[config.mk]
export PLATFORM = sky130hd
export DESIGN_NAME = hamming_encode_and_correct
export DESIGN_NICKNAME = d
export VERILOG_FILES = /design/src/rtl/hec_pkg.sv /design/src/rtl/hamming_encode_and_correct.sv
export SDC_FILE = /design/constraint.sdc
export NUM_CORES = 1
export LEC_CHECK = 0
export ABC_AREA = 1
export CORE_UTILIZATION = 30
export CTS_BUF_LIST = sky130_fd_sc_hd__clkbuf_8 sky130_fd_sc_hd__clkbuf_16
export DETAILED_ROUTE_END_ITERATION = 7
export DONT_BUFFER_PORTS = 1
export PLACE_DENSITY_LB_ADDON = 0.05
export SLEW_MARGIN = 20
export SYNTH_ARGS = -nofsm -noshare
export SYNTH_HDL_FRONTEND = slang
export SYNTH_SLANG_ARGS = --single-unit
[constraint.sdc]
create_clock -name clock -period 6.65 [get_ports clock]
set_clock_uncertainty 0.15 [all_clocks]
set_input_delay 0 -clock clock [delete_from_list [all_inputs] [get_ports clock]]
set_output_delay 0 -clock clock [all_outputs]
set_load 0.01 [all_outputs]
[src/rtl/hec_pkg.sv]
`timescale 1ns / 1ps
// ----------------------------------------------------------------------------
// hec_pkg: shared constants and helpers for the Hamming encoder / corrector
// Widths, command and register codes, and the fixed code-position maps.
// ----------------------------------------------------------------------------
package hec_pkg;

   // Field widths
   localparam int MAX_DATA_BITS = 57;
   localparam int CODE_BITS     = 63;
   localparam int SYN_BITS      = 6;
   localparam int PAR_MAX       = 6;
   localparam int CSR_IDX_BITS  = 2;
   localparam int CSR_DATA_BITS = 6;

   // Commands
   localparam logic CMD_ENCODE = 1'b0;
   localparam logic CMD_DECODE = 1'b1;

   // Register indexes
   localparam logic [CSR_IDX_BITS-1:0] CSR_DATA_LEN   = 2'd0;
   localparam logic [CSR_IDX_BITS-1:0] CSR_ODD_PARITY = 2'd1;

   // Reset values
   localparam logic [CSR_DATA_BITS-1:0] DATA_LEN_RESET = 6'd4;

   typedef logic [CODE_BITS-1:0]     code_type;
   typedef logic [MAX_DATA_BITS-1:0] data_type;
   typedef logic [SYN_BITS-1:0]      syn_type;

   // Data bits go, in order, into the positions that are not powers of two
   function automatic code_type scatter_data(input data_type data);
      code_type word;
      int       j;
      word = '0;
      j    = 0;
      for (int i = 1; i <= CODE_BITS; i++) begin
         if ((i & (i - 1)) != 0) begin
            if (j < MAX_DATA_BITS) begin
               word[i-1] = data[j];
            end
            j++;
         end
      end
      return word;
   endfunction

   // Positions covered by parity bit 2^k: every position with bit k set
   function automatic code_type group_mask(input int k);
      code_type m;
      m = '0;
      for (int i = 1; i <= CODE_BITS; i++) begin
         m[i-1] = ((i >> k) & 1) != 0;
      end
      return m;
   endfunction

   // Smallest p with 2^p >= m + p + 1
   function automatic logic [2:0] parity_count(input logic [CSR_DATA_BITS-1:0] m);
      logic [2:0] p;
      logic       done;
      p    = 3'd0;
      done = 1'b0;
      for (int k = 0; k <= PAR_MAX; k++) begin
         if (!done) begin
            if ((7'd1 << k) >= (7'(m) + 7'(k) + 7'd1)) begin
               p    = 3'(k);
               done = 1'b1;
            end
         end
      end
      return p;
   endfunction

endpackage

[src/rtl/hamming_encode_and_correct.sv]
`timescale 1ns / 1ps
// ----------------------------------------------------------------------------
// hamming_encode_and_correct: single-error-correcting Hamming codec
// Encodes a data word or checks and corrects a received code word.
// ----------------------------------------------------------------------------
// Usage:
//  - Command channel: pulse start with req_cmd and the payload; the transfer
//    is taken when start is high and busy is low. busy is only high during
//    reset, so a new command can be issued every cycle.
//  - req_cmd = encode uses req_data_word; decode uses req_received_code.
//  - Result channel: rsp_valid is high for exactly one cycle with the result
//    fields. The receiver cannot stall the block; results must be taken.
//  - Path: input register, then one pass of parity trees into the result
//    register, which drives rsp_valid. Throughput is one item per cycle
//    outside reset; the 63-bit XOR trees of the syndrome set the clock.
//  - CSR port: csr_we with csr_index / csr_wdata. Index 0 sets the data
//    length (0 acts as 1, above 57 as 57), index 1 selects odd parity. Other
//    indexes are ignored. Write only while no command is in flight.
//  - Reset (synchronous) drops any transfer in flight and restores a data
//    length of 4 with even parity.
// ----------------------------------------------------------------------------
module hamming_encode_and_correct (
   input  logic                                   clock,
   input  logic                                   reset,
   // command channel
   input  logic                                   start,
   output logic                                   busy,
   input  logic                                   req_cmd,
   input  logic [hec_pkg::MAX_DATA_BITS-1:0]      req_data_word,
   input  logic [hec_pkg::CODE_BITS-1:0]          req_received_code,
   // result channel
   output logic                                   rsp_valid,
   output logic [hec_pkg::CODE_BITS-1:0]          rsp_code_word,
   output logic [hec_pkg::SYN_BITS-1:0]           rsp_error_position,
   output logic                                   rsp_error_found,
   output logic                                   rsp_uncorrectable,
   // configuration port
   input  logic                                   csr_we,
   input  logic [hec_pkg::CSR_IDX_BITS-1:0]       csr_index,
   input  logic [hec_pkg::CSR_DATA_BITS-1:0]      csr_wdata
);
   import hec_pkg::*;

   // Configuration registers
   logic [CSR_DATA_BITS-1:0] data_len_ff;
   logic                     odd_ff;

   // Derived code geometry, refreshed every cycle
   logic [CSR_DATA_BITS-1:0] m_in;
   logic [2:0]               p_in;
   logic [SYN_BITS-1:0]      r_in, r_ff;
   code_type                 mask_in, mask_ff;
   logic [PAR_MAX-1:0]       par_en_in, par_en_ff;

   // Input stage
   logic                     s1_valid_ff;
   logic                     s1_cmd_ff;
   data_type                 s1_data_ff;
   code_type                 s1_code_ff;
   logic                     accept;

   // Result stage
   logic                     rsp_valid_ff;
   code_type                 rsp_code_ff, rsp_code_in;
   syn_type                  rsp_pos_ff, rsp_pos_in;
   logic                     rsp_found_ff, rsp_found_in;
   logic                     rsp_bad_ff, rsp_bad_in;

   // Datapath intermediates
   code_type                 enc_word;
   code_type                 dec_word;
   syn_type                  syn;
   logic                     syn_bad;

   assign busy   = reset;
   assign accept = start && !busy;

   // CSR writes
   always_ff @(posedge clock) begin
      if (reset) begin
         data_len_ff <= DATA_LEN_RESET;
         odd_ff      <= 1'b0;
      end else if (csr_we) begin
         case (csr_index)
            CSR_DATA_LEN:   data_len_ff <= csr_wdata;
            CSR_ODD_PARITY: odd_ff      <= csr_wdata[0];
            default: ;
         endcase
      end
   end

   // Clamp data length, then parity count, code length and enables
   always_comb begin
      if (data_len_ff == '0) begin
         m_in = 6'd1;
      end else if (data_len_ff > 6'(MAX_DATA_BITS)) begin
         m_in = 6'(MAX_DATA_BITS);
      end else begin
         m_in = data_len_ff;
      end
      p_in    = parity_count(m_in);
      r_in    = m_in + SYN_BITS'(p_in);
      mask_in = ~({CODE_BITS{1'b1}} << r_in);
      for (int k = 0; k < PAR_MAX; k++) begin
         par_en_in[k] = 3'(k) < p_in;
      end
   end

   always_ff @(posedge clock) begin
      r_ff      <= r_in;
      mask_ff   <= mask_in;
      par_en_ff <= par_en_in;
   end

   // Input register
   always_ff @(posedge clock) begin
      if (reset) begin
         s1_valid_ff <= 1'b0;
      end else begin
         s1_valid_ff <= accept;
      end
      if (accept) begin
         s1_cmd_ff  <= req_cmd;
         s1_data_ff <= req_data_word;
         s1_code_ff <= req_received_code;
      end
   end

   // Encode: scatter data, then fill each active parity position
   always_comb begin
      code_type base;
      base     = scatter_data(s1_data_ff) & mask_ff;
      enc_word = base;
      for (int k = 0; k < PAR_MAX; k++) begin
         if (par_en_ff[k]) begin
            enc_word[(1 << k) - 1] = (^(base & group_mask(k))) ^ odd_ff;
         end
      end
   end

   // Decode: syndrome, range check and single-bit flip
   always_comb begin
      code_type rx;
      rx = s1_code_ff & mask_ff;
      for (int k = 0; k < PAR_MAX; k++) begin
         syn[k] = par_en_ff[k] & ((^(rx & group_mask(k))) ^ odd_ff);
      end
      syn_bad = syn > r_ff;
      if (syn != '0 && !syn_bad) begin
         dec_word = rx ^ (code_type'(1) << (syn - 6'd1));
      end else begin
         dec_word = rx;
      end
   end

   // Result select
   always_comb begin
      if (s1_cmd_ff == CMD_ENCODE) begin
         rsp_code_in  = enc_word;
         rsp_pos_in   = '0;
         rsp_found_in = 1'b0;
         rsp_bad_in   = 1'b0;
      end else begin
         rsp_code_in  = dec_word;
         rsp_pos_in   = syn;
         rsp_found_in = syn != '0;
         rsp_bad_in   = syn_bad;
      end
   end

   // Result register
   always_ff @(posedge clock) begin
      if (reset) begin
         rsp_valid_ff <= 1'b0;
      end else begin
         rsp_valid_ff <= s1_valid_ff;
      end
      if (s1_valid_ff) begin
         rsp_code_ff  <= rsp_code_in;
         rsp_pos_ff   <= rsp_pos_in;
         rsp_found_ff <= rsp_found_in;
         rsp_bad_ff   <= rsp_bad_in;
      end
   end

   assign rsp_valid          = rsp_valid_ff;
   assign rsp_code_word      = rsp_code_ff;
   assign rsp_error_position = rsp_pos_ff;
   assign rsp_error_found    = rsp_found_ff;
   assign rsp_uncorrectable  = rsp_bad_ff;

   // Checks
   a_accept_to_stage: assert property (@(posedge clock) disable iff (reset)
      accept |=> s1_valid_ff)
      else $error("accepted transfer did not reach the input stage");

   a_stage_to_rsp: assert property (@(posedge clock) disable iff (reset)
      s1_valid_ff |=> rsp_valid_ff)
      else $error("input stage did not produce a result");

   a_rsp_has_source: assert property (@(posedge clock) disable iff (reset)
      rsp_valid_ff |-> $past(s1_valid_ff))
      else $error("result strobe without a transfer");

   a_bad_implies_found: assert property (@(posedge clock) disable iff (reset)
      (rsp_valid_ff && rsp_bad_ff) |-> (rsp_found_ff && rsp_pos_ff != '0))
      else $error("uncorrectable flag without a nonzero syndrome");

endmodule
---- Word level (Yosys, flattened, before mapping) ----
Index checks and enable logic that the tools add are counted.
operators by class
  order comparisons ....................... 15
  reductions and logical operators ........ 21
  multiplexer cells ....................... 33
  shift operators ......................... 2
  bitwise operators ....................... 22
  equality and inequality tests ........... 1
  add/subtract/negate cells ............... 14
operators with widths
  operator                                                                            count
  63-bit XOR reduction                                                                12
  63-bit AND                                                                          2
  63-bit two-way mux                                                                  2
  63-bit NOT                                                                          1
  1-bit by 6-bit << shifter with 63-bit output, first input constant                  1
  63-bit by 6-bit << shifter with 63-bit output, first input constant                 1
  63-bit bitwise XOR                                                                  1
  7-bit by 1-bit adder with 7-bit output, second input constant                       6
  3-bit two-way mux                                                                   11
  6-bit by 3-bit adder with 7-bit output, second input constant                       3
  1-bit two-way mux                                                                   18
  6-bit by 2-bit adder with 7-bit output, second input constant                       2
  6-bit two-way mux                                                                   2
  1-bit bitwise XOR                                                                   12
  6-bit by 1-bit adder with 7-bit output, second input constant                       1
  1-bit by 7-bit greater-or-equal comparator with 1-bit output, first input constant  1
  2-bit by 7-bit greater-or-equal comparator with 1-bit output, first input constant  1
  3-bit by 7-bit greater-or-equal comparator with 1-bit output, first input constant  1
  4-bit by 7-bit greater-or-equal comparator with 1-bit output, first input constant  1
  5-bit by 7-bit greater-or-equal comparator with 1-bit output, first input constant  1
  6-bit by 7-bit greater-or-equal comparator with 1-bit output, first input constant  1
  7-bit greater-or-equal comparator, first input constant                             1
  6-bit by 3-bit adder with 6-bit output                                              1
  1-bit AND                                                                           6
  other kinds (13)                                                                    19
word-level totals
  register bits ........................... 276

---- Longest topological paths before layout ----
Gate-level depths: netlist of the first run.
  depth after elaboration ................. 21
  gate-level depth with buffers ........... 32
  gate-level depth less buffers ........... 31

---- Worst setup path after synthesis of the first run ----
OpenSTA, ideal clock, no wires.
  path kind ............................... input -> register
  start ................................... in start
  end ..................................... reg s1_cmd_ff (enable)
  library setup time ...................... 0.606 ns
  stages on the path ...................... 2
  setup slack ............................. 0.763 ns
  required time ........................... 5.894 ns
  buffers on the path ..................... 0
  arrival ................................. 5.131 ns
  cell sequence ........................... inv_1 nor2_1
on the way
  cells in the longest elaborated chain, start to end .. 1
RTL lines
  item                  RTL line                           source
  from (decl)           hamming_encode_and_correct.sv:26   input logic start,
  1-bit logical AND     hamming_encode_and_correct.sv:76   assign accept = start && !busy;
  via accept            hamming_encode_and_correct.sv:60   logic accept;
  to (signal assigned)  hamming_encode_and_correct.sv:123  s1_cmd_ff <= req_cmd;
  to (decl)             hamming_encode_and_correct.sv:57   logic s1_cmd_ff;
The timed path passes the listed nets, and every way through them passes these cells.
A chain may end at the register's enable or synchronous reset.

---- Worst setup path after layout of the first run ----
  start ................................... reg data_len_ff[3]
  end ..................................... reg mask_ff[16]
on the way
  cells in the longest elaborated chain, start to end .. 21
  elaborated cells between the ends (all ways) .. 49
  classes of those cells .................. add/sub: 13; order compare: 8; shift: 1; mux: 25; bitwise: 1; reduce/logical: 1
RTL lines
  item                                                          RTL line                           source
  from (decl)                                                   hamming_encode_and_correct.sv:45   logic [CSR_DATA_BITS-1:0] data_len_ff;
  from (signal assigned)                                        hamming_encode_and_correct.sv:85   CSR_DATA_LEN: data_len_ff <= csr_wdata;
  6-bit greater-than comparator                                 hamming_encode_and_correct.sv:96   end else if (data_len_ff > 6'(MAX_DATA_BITS)) begin
  6-bit two-way mux                                             hamming_encode_and_correct.sv:96
  6-bit two-way mux (*)                                         hamming_encode_and_correct.sv:94   if (data_len_ff == '0) begin
  6-bit by 1-bit adder with 7-bit output                        hec_pkg.sv:66                      if ((7'd1 << k) >= (7'(m) + 7'(k) + 7'd1)) begin
  7-bit by 1-bit adder with 7-bit output                        hec_pkg.sv:66
  2-bit by 7-bit greater-or-equal comparator with 1-bit output  hec_pkg.sv:66
  1-bit two-way mux                                             hec_pkg.sv:66
  3-bit two-way mux                                             hec_pkg.sv:65                      if (!done) begin
  (+7 left out)                                                 --
  3-bit two-way mux                                             hec_pkg.sv:65
  3-bit two-way mux                                             hec_pkg.sv:66
  3-bit two-way mux                                             hec_pkg.sv:65
  6-bit by 3-bit adder with 6-bit output (*)                    hamming_encode_and_correct.sv:102  r_in = m_in + SYN_BITS'(p_in);
  via r_in[2]                                                   hamming_encode_and_correct.sv:51   logic [SYN_BITS-1:0] r_in, r_ff;
  63-bit by 6-bit << shifter with 63-bit output (*)             hamming_encode_and_correct.sv:103  mask_in = ~({CODE_BITS{1'b1}} << r_in);
  63-bit NOT (*)                                                hamming_encode_and_correct.sv:103
  via mask_in[16]                                               hamming_encode_and_correct.sv:52   code_type mask_in, mask_ff;
  to (signal assigned)                                          hamming_encode_and_correct.sv:111  mask_ff <= mask_in;
  to (decl)                                                     hamming_encode_and_correct.sv:52
The timed path passes the listed nets; every way through them passes the cells marked *.

==> results.md, run 1 <==
- Max Slew Vio Count: 0
- # Post-CTS Setup Buffers: 0
- Total length of routed wires: roughly 58,000 microns
- WP buf/inv: 8
- Slew @ Worst Pin: ~1000 ps
- Total GRT Usage: between 20% and 30%
- DIE WIDTH: 230 microns
- Sink Count: 275
- Post-synth EDFFs: ~190
- Drt drc: 0
- Synth area leaders: edfxtp_1 37%, nand2_1 16%, dfxtp_1 11%
- Pwr/cell area: about 350 mW/mm^2
- Cell family with most CP delay: simple AND/OR/NAND/NOR gates
- Status: completed
- Post-synth top cells: 666 x nand2_1, 198 x nand3_1, 192 x edfxtp_1
- Leakage dissipation: about 8.7 nW
- WL per Instance: 20.3 microns
- CTS-repair resized insts: 0
- Setup ws final: ~1100 ps
- Max cap viols: 0
- Crit path largest cell delay: between 400 and 500 ps
- Post-Place Setup Slack: between 1000 and 1500 ps
- Synthesized cell area: 0.0156 sq mm
- Startpoint Class: flip-flop
- Area share of the largest cell type after synthesis: 36.9%
- Die Ht: about 230 microns
- Crit. End Element: flip-flop
- Core area: 0.0514 sq mm
- First-pass GRT wire length: between 80,000 and 90,000 microns
- Top FF cell, synth: edfxtp_1
- Final GP Congestion: 0.867
- RSZ-0062 raised after global routing: false
- Mapped Cells: 1,906
- Hold Vio Cnt, Final: 0
- Slew HR: about 31%
- Row count: between 80 and 90
- Worst skew pair latency: about 580 ps
- Part of the Yosys area used for sequential elements: a little under half
- Number of library cell types mapped by synthesis: 55
- Core Util, Final: around 40%
- Largest fanout on the critical path: 11
- Largest net degree at the start of global routing: between 60 and 70
- Vias/cell: roughly 4.7
- Initial antenna violation count: 0
- Syn Area/Cell: around 8.2 sq um
- Most common cell in the netlist: nand2_1
- Vias in the first global route: around 13,000
- Crit-path most repeated cell: nor2_1
- NumNets Final: 2,331
- Vias: 13,500
- Worst VDD drop: 199 uV
- Final Cycle Share: 83.2%
- Asr flop ratio synth: 0%
- Initial core utilization: between 30 and 40%
- Fin Setup TNS: 0 ps
- Cts bufs inserted: 35
- CTS Root Cell: clkbuf_16
- DP HPWL: approximately 45,000 microns
- Critical Path Slowest Stage Cell: dfxtp_1
- Ys Warns: 0
- Initial drt markers: ~1,000
- Routed Antenna Nets: 0
- CTS tree: built
- Type of the most critical hold path: in -> reg
- Top Ports: 206
- Critical path type: reg -> reg
- Die area: between 0.05 and 0.06 sq mm
- Setup Viol. Count Final: 0
- CP required: between 6000 and 7000 ps
- Achievable clock frequency: between 150 and 200 MHz
- Syn nets: between 2,000 and 2,500
- Worst endpoint data arrival time: 5830 ps
- Leading area contributor after synthesis: edfxtp_1
- Area delta synth->final: 29.0%
- Share of cells above drive strength 1: around 7.5%
- Hold-fix buffers at CTS: roughly 270
- Gr ovfl total: 0
- N_diodes: 0
- Port bufs: 0
- Drt pass-1 iters: 5
- Fin crit period: approximately 5500 ps
- Register bit count reported by yosys: 275
- Buffer depth of the longest clock path: 3
- Register clock-pin slew on the reported worst setup and hold paths: ~60 ps
- H-tree depth: 2
power breakdown:
group | switching [W] | internal (W)
Combinational | 0.00199 | 0.000829
Clock | 0.000806 | 0.00115
Sequential | 0.000199 | 0.00205
Total | 0.00300 | 0.00402
logic make-up (layout without fill, tap and decap cells):
group | Yosys count | count (layout) | share of synthesized area, %
flip-flops | 275 | 275 | 47.6
XOR/XNOR | 170 | 170 | 9.73
AO/OA/AOI/OAI | 137 | 137 | 4.79
adder cells (fa/ha/maj) | 23 | 23 | 1.89
buffers and inverters | 220 | 515 | 5.95
AND/OR/NAND/NOR | 1081 | 1081 | 30.1
sequential cells by signal, indices dropped and copies added (netlist names):
signal	count
s1_cmd_ff	1
rsp_valid	1
s1_valid_ff	1
rsp_code_word	63
s1_code_ff	63
s1_data_ff	57
r_ff	5
rsp_uncorrectable	1
rsp_error_position	6
rsp_error_found	1
odd_ff	1
mask_ff	63
data_len_ff	6
par_en_ff	6
final cells by class:
| cell class | count | area [sq um] |
|---|---|---|
| inverters | 173 | 656 |
| fillers | 5211 | 31300 |
| repair buffers | 279 | 2760 |
| well taps | 680 | 851 |
| multi-input cells | 1411 | 7270 |
| clock inverters | 24 | 225 |
| flip-flops and latches | 275 | 7430 |
| clock buffers | 39 | 942 |
per-layer routing:
metal | vias up | global-route usage [%] | share of wire, %
li1 | 6772 | - | -
met2 | 324 | 35.3 | 45
met1 | 6370 | 30.6 | 47
met4 | 0 | 6.06 | 2.3
met5 | - | 0 | 0
met3 | 68 | 3.27 | 4.9
placed cells by master (no fill, tap or decap), types with 4 or more instances in the layout:
cell | Yosys | layout
a21oi_1 | 31 | 31
buf_4 | 9 | 14
clkbuf_16 | 0 | 36
clkinv_1 | 1 | 6
clkinv_2 | 1 | 6
dfxtp_1 | 83 | 82
dlygate4sd3_1 | 0 | 265
edfxtp_1 | 192 | 192
ha_1 | 22 | 22
inv_1 | 138 | 142
inv_2 | 32 | 33
nand2_1 | 666 | 666
nand2_2 | 28 | 28
nand2_4 | 7 | 7
nand3_1 | 198 | 198
nand3b_1 | 6 | 6
nand4_1 | 44 | 44
nor2_1 | 102 | 101
nor2_2 | 4 | 4
nor3_1 | 6 | 6
o21ai_0 | 40 | 40
o21ai_1 | 47 | 47
xnor2_1 | 97 | 97
xor2_1 | 69 | 68
per-stage QoR:
stage	area, sq um	hold WS (ps)	power, W	instances
floorplan	15600	-77.6	0.00421	1906
finish	20100	123	0.00702	2881
global placement	16300	-150	0.00497	2553
CTS	20100	77.0	0.00709	2881
detailed placement	16300	-150	0.00497	2553
global route	20100	122	0.00742	2881
worst reg2reg max path: cells and delay by family, from the launching register on:
kind	cells	cell delay, ps
AO/OA/AOI/OAI	6	860
XOR/XNOR	1	260
adder cells (fa/ha/maj)	3	890
buffers and inverters	8	1030
flip-flops	1	410
AND/OR/NAND/NOR	11	1800
worst paths after layout:
| check | end | cells past startpoint | from | slack (ps) |
|---|---|---|---|---|
| setup / recovery | mask_ff[16] | 29 | data_len_ff[3] | 1120 |
| hold / removal | rsp_valid | 2 | reset | 120 |
| setup reg to reg | mask_ff[16] | 29 | data_len_ff[3] | 1120 |
| hold reg to reg | rsp_code_word[8] | 2 | s1_data_ff[4] | 440 |
Note: power is estimated with default switching activity, not from simulation.
==> run 2: changes to the inputs <==
Clock period 6.65 ns to 4.5 ns, I/O delays scaled along.
==> run 2 against run 1 <==
Effect of this change:
- cell area up 3.8%
- register-to-register slack lost 810 ps
- flip-flop and latch count unchanged
- global-route usage down 0.20 points
- power is 53% higher
- worst setup slack got worse by 810 ps
- via count rose by 1.5%
- first-iteration DRC count down 13%
- critical path type unchanged
- largest power group unchanged
- highest routed layer unchanged
==> results.md, run 2 (synthesized netlist as in run 1, its figures left out) <==
- Status: completed
- Initial antenna violation count: 2 (+2)
- Max Slew Vio Count: 0 (unchanged)
- Vias: 13,700 (+1.5%)
- Cell Count, Final, Fillers Out: 2,944 (+2.2%)
- DIE WIDTH: 230 microns (unchanged)
- Worst VDD drop: 328 uV (+65%)
- Slew @ Worst Pin: 723 ps (-300 ps)
- Worst endpoint data arrival time: 4310 ps (-1520 ps)
- Sw power: 0.00443 W (+48%)
- NumNets Final: 2,393 (+2.7%)
- Slew HR: 51.6% (+20 points)
- Max cap viols: 0 (unchanged)
- Startpoint Class: flip-flop
- Buffer depth of the longest clock path: 3 (unchanged)
- Share of cells above drive strength 1: 12.0% (+4.5 points)
- Vias in the first global route: 13,500 (+1.9%)
- Type of the most critical hold path: in -> reg
- Leakage dissipation: 9.10 nW (+4.2%)
- Combinational share of power: 41.5% (+1.3 points)
- H-tree depth: 2 (unchanged)
- Placed cell area: 0.0168 sq mm (+2.8%)
- Die Ht: 230 microns (unchanged)
- Critical Path Slowest Stage Cell: edfxtp_1
- Crit-path most repeated cell: nand2_1
- Routed Antenna Nets: 0 (unchanged)
- WP buf/inv: 5 (-3)
- Total GRT Usage: 21.8% (-0.20 points)
- CTS Root Cell: clkbuf_16
- Cts bufs inserted: 34 (-2.9%)
- CTS tree: built
- Crit. End Element: flip-flop
- Port bufs: 0 (unchanged)
- Register clock-pin slew on the reported worst setup and hold paths: 60 ps (about the same)
- Initial drt markers: 893 (-13%)
- Area delta synth->final: 33.8%
- P_int: 0.00630 W (+57%)
- Largest fanout on the critical path: 13 (+2)
- Most common cell after layout, fill and taps aside: nand2_1
- Cell family with most CP delay: simple AND/OR/NAND/NOR gates
- Top Ports: 206 (unchanged)
- Worst skew pair latency: 560 ps (-20 ps)
- Fin crit period: 4190 ps (-1340 ps)
- Core area: 0.0514 sq mm (unchanged)
- CP required: 4620 ps (-2320 ps)
- Setup ws final: 309 ps (-808 ps)
- Post-Place Setup Slack: -133 ps (-1250 ps)
- Drt pass-1 iters: 5 (unchanged)
- Final Cycle Share: 93.1% (+9.9 points)
- Largest net degree at the start of global routing: 122 (+77%)
- Die area: 0.0530 sq mm (unchanged)
- First-pass GRT wire length: 84,800 microns (-0.89%)
- Drt drc: 0 (unchanged)
- Clk pwr share: 27.6% (-0.2 points)
- Pwr/cell area: 513 mW/mm^2 (+47%)
- Hold Vio Cnt, Final: 0 (unchanged)
- WL per Instance: 19.6 microns (-3.0%)
- Row count: 83 (unchanged)
- Design area: 0.0209 sq mm (+3.8%)
- DP HPWL: 44,600 microns (-0.65%)
- Core Util, Final: 40.7% (+1.5 points)
- Seq pwr share: 30.9% (-1.1 points)
- Final GP Congestion: 0.885 (+2.1%)
- Inst Count DP: 2,607 (+2.1%)
- Total length of routed wires: 57,800 microns (-0.86%)
- Setup Viol. Count Final: 0 (unchanged)
- Achievable clock frequency: 239 MHz (+32%)
- Critical path type: reg -> reg
- Gr ovfl total: 0 (unchanged)
- Switching part of the total power: 41.3% (-1.4 points)
- Most frequent cells in the layout: 658 x nand2_1, 265 x dlygate4sd3_1, 197 x nand3_1
- Sink Count: 275 (unchanged)
- Initial core utilization: 30.4% (unchanged)
- Vias/cell: 4.67 (-0.68%)
- Design Power: 0.0107 W (+53%)
- Crit path largest cell delay: 370 ps (-40 ps)
[run 2: changes by cell type in the layout (fill, tap and decap cells not counted), moves of 4 or more]
cell and delta:
buf_12 +4, buf_4 +58, bufinv_16 +4, dfxtp_1 -5
dfxtp_2 +5, inv_1 -8, inv_2 +9, nand2_1 -8
nand2_2 +7, nor2_1 -11, nor2_2 +8, o21ai_0 -8
o21ai_1 +4
[run 2: path summary, 6_finish.rpt]
path,cells past startpoint,from,endpoint,slack (ps)
max,25,s1_code_ff[48],rsp_code_word[45],310
max reg2reg,25,s1_code_ff[48],rsp_code_word[45],310
min reg2reg,2,s1_data_ff[20],rsp_code_word[25],430
min,3,csr_index[0],odd_ff,120
[run 2: area by class of cell]
type | instances | area (sq um)
Antenna cell | 1 | 2.50
Clock buffer | 36 | 890
Clock inverter | 26 | 313
Fill cell | 5178 | 30500
Inverter | 173 | 659
Multi-Input combinational cell | 1411 | 7450
Sequential cell | 275 | 7440
Tap cell | 680 | 851
Timing Repair Buffer | 342 | 3300
[run 2: metrics by stage]
step                hold slack, ps  TNS [ps]
floorplan                    -77.6         0
finish                         122         0
detailed placement            -150      -229
CTS                           89.3         0
global placement              -150      -171
global route                   151     -67.7
[run 2: worst min-delay path, stage by stage]
cell           delay [ps]
nand3_1                60
dlygate4sd3_1         560
a21oi_1               140
[run 2: metal layers]
metal / global-route usage (%) / up-vias / routed length, microns
met2: 34.7 / 315 / 26200
met1: 29.4 / 6438 / 26800
met5: 0 / - / 0
li1: - / 6901 / -
met4: 7.45 / 0 / 1740
met3: 4.25 / 82 / 3170
[run 2: power groups by stage]
stage,sequential [W],combinational (W),clock (W)
2_1_floorplan,0.00321,0.00300,0
5_1_grt,0.00334,0.00491,0.00312
6_report,0.00332,0.00445,0.00296
4_1_cts,0.00331,0.00439,0.00304
3_5_place_dp,0.00337,0.00419,0
3_3_place_gp,0.00337,0.00415,0
[run 2: what timing repair did]
item,in CTS,in global routing
pin swaps,0,9
hold endpoints to repair,252,0
setup buffers,0,8
setup endpoints to repair,3,107
hold buffers,265,0
resized for setup,3,60
cloned,0,1
